### src/rtl/tla_pkg.sv
`timescale 1ns / 1ps

package tla_pkg;

	// Grid geometry
	localparam int MAX_ROWS    = 64;
	localparam int MAX_COLUMNS = 64;
	localparam int ROW_W       = 6;
	localparam int COL_W       = 6;
	localparam int CNT_W       = 7;
	localparam int ROW_CAP     = (MAX_ROWS < 64) ? MAX_ROWS : 64;
	localparam int COL_CAP     = (MAX_COLUMNS < 64) ? MAX_COLUMNS : 64;

	// Configuration register indexes
	localparam logic CFG_ROWS    = 1'b0;
	localparam logic CFG_COLUMNS = 1'b1;

	// Item operation codes
	typedef enum logic [1:0] {
		ACT_WRITE = 2'd0,
		ACT_PLACE = 2'd1,
		ACT_READ  = 2'd2,
		ACT_STEP  = 2'd3
	} action_t;

	// Ant headings
	typedef enum logic [1:0] {
		HEAD_UP    = 2'd0,
		HEAD_RIGHT = 2'd1,
		HEAD_DOWN  = 2'd2,
		HEAD_LEFT  = 2'd3
	} heading_t;

	// Controller to datapath
	typedef struct packed {
		logic             clear;
		logic [ROW_W-1:0] clr_addr;
		logic             accept;
		logic             exec;
	} tla_cmd_t;

	// Datapath to controller
	typedef struct packed {
		logic out_free;
	} tla_stat_t;

endpackage

### src/rtl/tla_ctrl.sv
`timescale 1ns / 1ps

module tla_ctrl import tla_pkg::*; (
	input  logic      clk,
	input  logic      arst_n,
	input  logic      in_valid,
	output logic      in_ready,
	input  tla_stat_t stat,
	output tla_cmd_t  cmd
);

	typedef enum logic [1:0] {
		ST_CLEAR,
		ST_IDLE,
		ST_EXEC
	} state_t;

	state_t           state_q;
	logic [ROW_W-1:0] clr_cnt_q;
	logic             ready_q;

	// Sequencer: clear pass, then accept / execute per item
	always_ff @(posedge clk or negedge arst_n) begin
		if (!arst_n) begin
			state_q   <= ST_CLEAR;
			clr_cnt_q <= '0;
			ready_q   <= 1'b0;
		end else begin
			unique case (state_q)
				ST_CLEAR: begin
					clr_cnt_q <= clr_cnt_q + 1'b1;
					if (clr_cnt_q == ROW_W'(MAX_ROWS - 1)) begin
						state_q <= ST_IDLE;
						ready_q <= 1'b1;
					end
				end
				ST_IDLE: begin
					if (in_valid) begin
						state_q <= ST_EXEC;
						ready_q <= 1'b0;
					end
				end
				ST_EXEC: begin
					// wait here while the result register is still occupied
					if (stat.out_free) begin
						state_q <= ST_IDLE;
						ready_q <= 1'b1;
					end
				end
				default: begin
					state_q <= ST_CLEAR;
					ready_q <= 1'b0;
				end
			endcase
		end
	end

	assign in_ready     = ready_q;
	assign cmd.clear    = (state_q == ST_CLEAR);
	assign cmd.clr_addr = clr_cnt_q;
	assign cmd.accept   = in_valid && ready_q;
	assign cmd.exec     = (state_q == ST_EXEC) && stat.out_free;

endmodule

### config.mk
export PLATFORM = sky130hd
export DESIGN_NAME = tla_ctrl
export DESIGN_NICKNAME = d
export VERILOG_FILES = /design/src/rtl/tla_pkg.sv /design/src/rtl/tla_ctrl.sv
export SDC_FILE = /design/constraint.sdc
export NUM_CORES = 1
export LEC_CHECK = 0
export BUFFER_PORTS_ARGS = -buffer_cell sky130_fd_sc_hd__buf_2
export CORE_AREA = 2 2 39 41
export DETAILED_ROUTE_END_ITERATION = 16
export DIE_AREA = 0 0 41 43
export GPL_TIMING_DRIVEN = 0
export PLACE_DENSITY_LB_ADDON = 0.08
export SETUP_SLACK_MARGIN = 0.3
export SYNTH_ARGS = -nofsm -noshare
export SYNTH_HDL_FRONTEND = slang
export SYNTH_SLANG_ARGS = --single-unit
### constraint.sdc
create_clock -name clk -period 1.3 [get_ports clk]
set_input_delay 0.065 -clock clk [delete_from_list [all_inputs] [get_ports clk]]
set_output_delay 0.065 -clock clk [all_outputs]
set_load 0.01 [all_outputs]
==> results of run 1 <==
[metrics by stage]
stage               instance area [sq um]  setup slack, ps  hold WS (ps)  power (mW)
finish                                697              133          74.8       0.509
global route                          697             96.8           109       0.543
CTS                                   639              126          66.9       0.522
detailed placement                    536              178         -68.8       0.298
global placement                      536              205         -76.4       0.297
floorplan                             450              208          -231       0.287
[layer usage]
layer	vias up	global-route usage
met3	0	0.0471
met1	180	0.172
met5	-	0
met2	9	0.197
met4	0	0.0600
li1	187	-
[final cells by class]
type	instances	area share
sequential	9	0.330
multi-input combinational	27	0.329
timing repair buffer	24	0.259
clock buffer	4	0.0377
tap	16	0.0287
buffer	1	0.0162
[synthesized netlist by cell type, drive strengths merged]
master and instances:
nand3 1, and2 1, o21ai 1, buf 1, ha 1, nor4 1, and3 1, a21oi 1
a211o 2, nand2 3, dfrtp 9, nand2b 1, nand4 3, nor2 4, xor2 1, nand3b 1
xnor2 4, mux2 1
[logic make-up after synthesis]
kind of cell | Yosys count
buffers and inverters | 1
DFF | 9
muxes | 1
and+or+nand+nor | 16
xor gates and xnor gates | 5
AOI/OAI and AO/OA | 4
adders and majority gates | 1
[worst min-delay path by stage]
| stage | slack, ps | end | cells after the start | from |
|---|---|---|---|---|
| after detailed placement | -70 | state_q[0] | 1 | arst_n |
| after global routing | 110 | state_q[1] | 3 | stat |
| after floorplan | -230 | clr_cnt_q[0] | 0 | arst_n |
| final | 70 | state_q[1] | 3 | in_valid |
| after global placement | -80 | state_q[0] | 1 | arst_n |
| after CTS | 70 | state_q[1] | 3 | in_valid |
[worst min-delay path: cells and delay by family]
family	cells	cell delay, ps
buf+inv	1	100
simple gates	1	70
compound gates	1	60
[power groups by stage]
stage	clock network, mW	logic [mW]	registers (mW)
after global placement	0	0.0122	0.285
after global routing	0.247	0.0168	0.280
after detailed placement	0	0.0128	0.285
final	0.215	0.0146	0.280
after floorplan	0	0.00143	0.285
after CTS	0.227	0.0150	0.280
[what timing repair did]
| item | CTS | global route |
|---|---|---|
| endpoints found under the hold margin | 9 | 0 |
| pin swaps | 10 | 5 |
| gates cloned | 0 | 0 |
| setup endpoints to repair | 10 | 14 |
| gates resized for setup | 2 | 9 |
| buffers inserted | 7 | 3 |
| hold buffers | 1 | 0 |
[sequential cells by signal, indices dropped and copies added (netlist names)]
signal,flops
clr_cnt_q,6
state_q,2
in_ready,1
==> run_results.csv, run 1 <==
group,metric,value,unit
logic_synthesis,synthMuxAreaShare,0.0348,
clocking,cts_buffer_depth,2,
floorplan,core_area,1380,sq um
clocking,worstSkewPairLatency,260,ps
layout,multiInputGateArea,229,sq um
setup_path,critical_path.startpoint,"state_q[1]",
logic_synthesis,yosysUniqueCellTypes,19,
route,drtPass1Iterations,4,
logic_synthesis,synth.top_cell.area_share,0.522,
global_routing,grt_first_pass_wirelength,1.59,mm
setup_path,arrival,1100,ps
layout,layout_common_cells,"10 x buf_2, 7 x buf_6, 7 x buf_4, 5 x dfrtp_1",
logic_synthesis,yosys-top-cells-area,"dfrtp_1 52%, xnor2_1 8.1%, nand4_1 4.3%",
setup_path,cp-endpoint,"cmd[8]",
logic_synthesis,synthesis.area,432,sq um
route,routedWlPerCell,12.9,um
setup_path,reg2reg_from,"state_q[1]",
power,leakage,0.344,nW
logic_synthesis,synth_top_cell_by_area,"dfrtp_1",
setup_path,max_stage_delay,470,ps
route,via_count,376,
setup_path,cp.depth,2,
logic_synthesis,synth_seq_cells,9,
flow_run,cap_violations,0,
power,ir_drop,0.381,mV
setup_path,crit_type,"reg2out",
clocking,numCtsBuffers,3,
layout,n_antenna_cell,0,
timing,fin_crit_sh,0.897,
route,drt_iter0_drc,3,
route,top_layer,"met3",
logic_synthesis,syn_inst,37,
layout,syn_to_final_growth,61.4,%
route,routed_wl,1.04,mm
timing,slew_violations,0,
layout,fin_util,0.504,
logic_synthesis,post_synth_fa_ha_maj_area_fraction,0.0290,
global_routing,grtUsageTotal,0.135,
logic_synthesis,yosysWarningCount,0,
logic_synthesis,synth_compound_area_frac,0.0638,
layout,final_cells,81,
placement,place_hpwl,634,um
power,pwr-share-clk,0.422,
setup_path,worst_ep_required_time,1240,ps
setup_path,crit_family,"flip-flops",
setup_path,start_kind,"flip-flop",
logic_synthesis,synth-simple-area-share,0.223,
power,seqPwrFrac,0.550,
layout,final-seq-area,230,sq um
timing,relSlewSlack,0.849,
clocking,cts.sinks,9,
route,wl_met3,45,um
power,internal_power,404,uW
setup_path,rr_endpoint,"clr_cnt_q[1]",
floorplan,io-pin-count,14,
clocking,clk_pin_slew,60,ps
placement,placed_cells,66,
route,via_per_inst,4.64,
logic_synthesis,synth_xor_area_frac,0.101,
power,p_switching,105,uW
global_routing,grt_pass1_vias,372,
placement,portBuffers,13,
power,combinationalPowerShare,0.029,
layout,layout_commonest_cell,"buf_2",
logic_synthesis,syn_area_per_cell,11.7,sq um
global_routing,grt_max_degree,10,
global_routing,grt-ovfl-total,0,
timing,hold_viol,0,
timing,setup-violations-final,0,
global_routing,antenna_found_initial,0,
floorplan,die_area,1760,sq um
setup_path,crit_path_end_kind,"primary output",
setup_path,r2r_setup_slack,150,ps
setup_path,path_max_fanout,7,
route,met1Wirelength,443,um
layout,fill_cells,134,
logic_synthesis,syn_nets,42,
floorplan,die_x,41,um
timing,rsz0062_at_grt,"true",
min_path,hp-class,"in2reg",
route,route.detailed.drc,0,
floorplan,start_util,0.312,
timing,fmax,857,MHz
logic_synthesis,synth_top_family_by_area,"simple AND/OR/NAND/NOR gates",
run_status,status,"finished, final reports clean",
setup_path,cp_cell_sequence,"nor2_4 > buf_6",
setup_path,cp_slowest_cell,"dfrtp_2",
setup_path,r2r.worst_path.cells,2,
timing,period_minus_slack,1170,ps
power,p_per_area,731,nW/um^2
layout,fin_nets,71,
clocking,h-tree-depth,1,
clocking,cts_tree,"yes",
setup_path,timing.critical_path.buf_inv,1,
route,met2_length,554,um
floorplan,rows,14,
route,ant_nets,0,
logic_synthesis,ys_seq_area_frac,0.522,
floorplan,die_h,43,um
power,p_sw_frac,0.207,
timing,skew,0.619,ps
placement,routabilityCongestion,0.637,
clocking,clockRootBuffer,"clkbuf_4",
layout,drive_above_1_share,0.585,
timing,worst_slew_pin_slew,225,ps
timing,finalSetupTns,0,ps
No activity file was read; power rests on OpenSTA's default activity.
==> run 2, diff against run 1 <==
==> constraint.sdc (replaced) <==
create_clock -name clk -period 1.3 [get_ports clk]
set_input_delay 0.26 -clock clk [delete_from_list [all_inputs] [get_ports clk]]
set_output_delay 0.26 -clock clk [all_outputs]
set_load 0.01 [all_outputs]
==> run_results.csv, run 2 (synthesis gave the netlist of run 1 again) <==
group,metric,value,unit
timing,setup-violations-final,0,
global_routing,antenna_found_initial,0,
setup_path,arrival,1000,ps
placement,routabilityCongestion,0.637,
layout,multiInputGateArea,240,sq um
layout,fin_nets,77,
layout,final_area,762,sq um
placement,postPlaceCellArea,536,sq um
floorplan,core_area,1380,sq um
placement,portBuffers,13,
clocking,clockRootBuffer,"clkbuf_4",
route,via_count,419,
setup_path,crit_type,"reg2out",
clocking,worstSkewPairLatency,260,ps
setup_path,path_max_fanout,4,
route,routed_wl,1.18,mm
power,p_per_area,676,nW/um^2
layout,final_cells,87,
route,via_per_inst,4.82,
layout,layout_commonest_cell,"buf_4",
power,leakage,0.380,nW
layout,fill_cells,125,
setup_path,r2r_setup_slack,140,ps
timing,skew,0.779,ps
setup_path,worst_ep_required_time,1040,ps
layout,drive_above_1_share,0.648,
clocking,clk_pin_slew,60,ps
route,routedWlPerCell,13.5,um
floorplan,rows,14,
layout,largest_register,"clr_cnt_q",
clocking,cts_tree,"yes",
global_routing,grt-ovfl-total,0,
timing,relSlewSlack,0.833,
floorplan,die_area,1760,sq um
clocking,h-tree-depth,1,
route,drtPass1Iterations,4,
global_routing,grtUsageTotal,0.142,
placement,placed_cells,66,
route,route.detailed.drc,0,
layout,layout_common_cells,"14 x buf_4, 8 x buf_6, 8 x buf_2, 5 x dfrtp_1",
placement,place_hpwl,634,um
floorplan,die_h,43,um
power,finalPower,515,uW
timing,fmax,795,MHz
clocking,cts.sinks,9,
min_path,hp-class,"in2reg",
floorplan,start_util,0.312,
timing,hold_viol,0,
timing,fin_crit_sh,0.967,
timing,slew_violations,0,
clocking,numCtsBuffers,3,
timing,rsz0062_at_grt,"true",
layout,fin_util,0.551,
route,drt_iter0_drc,3,
power,ir_drop,0.418,mV
flow_run,cap_violations,0,
layout,n_antenna_cell,0,
floorplan,die_x,41,um
setup_path,crit_path_end_kind,"primary output",
global_routing,grt_max_degree,10,
layout,largest_reg_flops,6,
clocking,cts_buffer_depth,2,
global_routing,grt_pass1_vias,403,
global_routing,grt_first_pass_wirelength,1.68,mm
layout,final-seq-area,230,sq um
route,ant_nets,0,
timing,worst_slew_pin_slew,249,ps
setup_path,start_kind,"flip-flop",
run_status,status,"finished, final reports clean",
timing,period_minus_slack,1260,ps
layout,syn_to_final_growth,76.5,%
floorplan,io-pin-count,14,
## run 2: cell types whose count changed in the layout (fill, tap and decap cells not counted)
cell	previous run	this run
buf_6	7	8
nor2_4	1	2
a21oi_2	0	1
buf_4	7	14
nand2_2	1	2
a21oi_1	1	0
nand2_1	1	0
buf_2	10	8
nor2_2	1	0
## run 2: path summary, 6_finish.rpt
kind,start,depth (start not counted),end
min,in_valid,3,state_q[1]
max reg2reg,state_q[0],4,clr_cnt_q[1]
min reg2reg,in_ready,1,in_ready
max in group asynchronous,arst_n,2,clr_cnt_q[0]
min in group asynchronous,arst_n,2,state_q[1]
max,state_q[0],3,cmd[0]
## run 2: timing repair
item                                    in CTS  in global routing
hold endpoints to repair                     9                  0
buffers inserted                            13                  3
gates resized for setup                      9                  6
endpoints found under the setup margin      17                 18
hold buffers                                 1                  0
pin swaps                                    6                  7
## run 2: cell type report
cell class              instances  share of cell area
multi-input cells              27               0.315
repair buffers                 30               0.307
flip-flops and latches          9               0.302
clock buffers                   4              0.0345
well taps                      16              0.0263
plain buffers                   1              0.0148
## run 2: power by group
group	internal (mW)	total [mW]	switching, mW
registers	0.280	0.280	0
logic	0.00595	0.0159	0.00990
clock network	0.118	0.219	0.101
## run 2: worst max-delay path, stage by stage (launching register included)
cell     delay (ps)
dfrtp_1         370
buf_6           130
nor2_4          120
buf_6           110
## run 2: stage by stage
step	TNS, ps	setup slack, ps	hold slack (ps)
after floorplan	0	208	-35.6
after global placement	0	205	119
after detailed placement	0	178	126
after CTS	0	38.1	262
after global routing	-2.81	-2.81	313
final	0	42.8	268
## run 2: layer usage
layer | track usage | part of all wire
met1 | 0.169 | 0.39
met2 | 0.222 | 0.55
met3 | 0.0471 | 0.042
met4 | 0.0600 | 0.011
met5 | 0 | 0
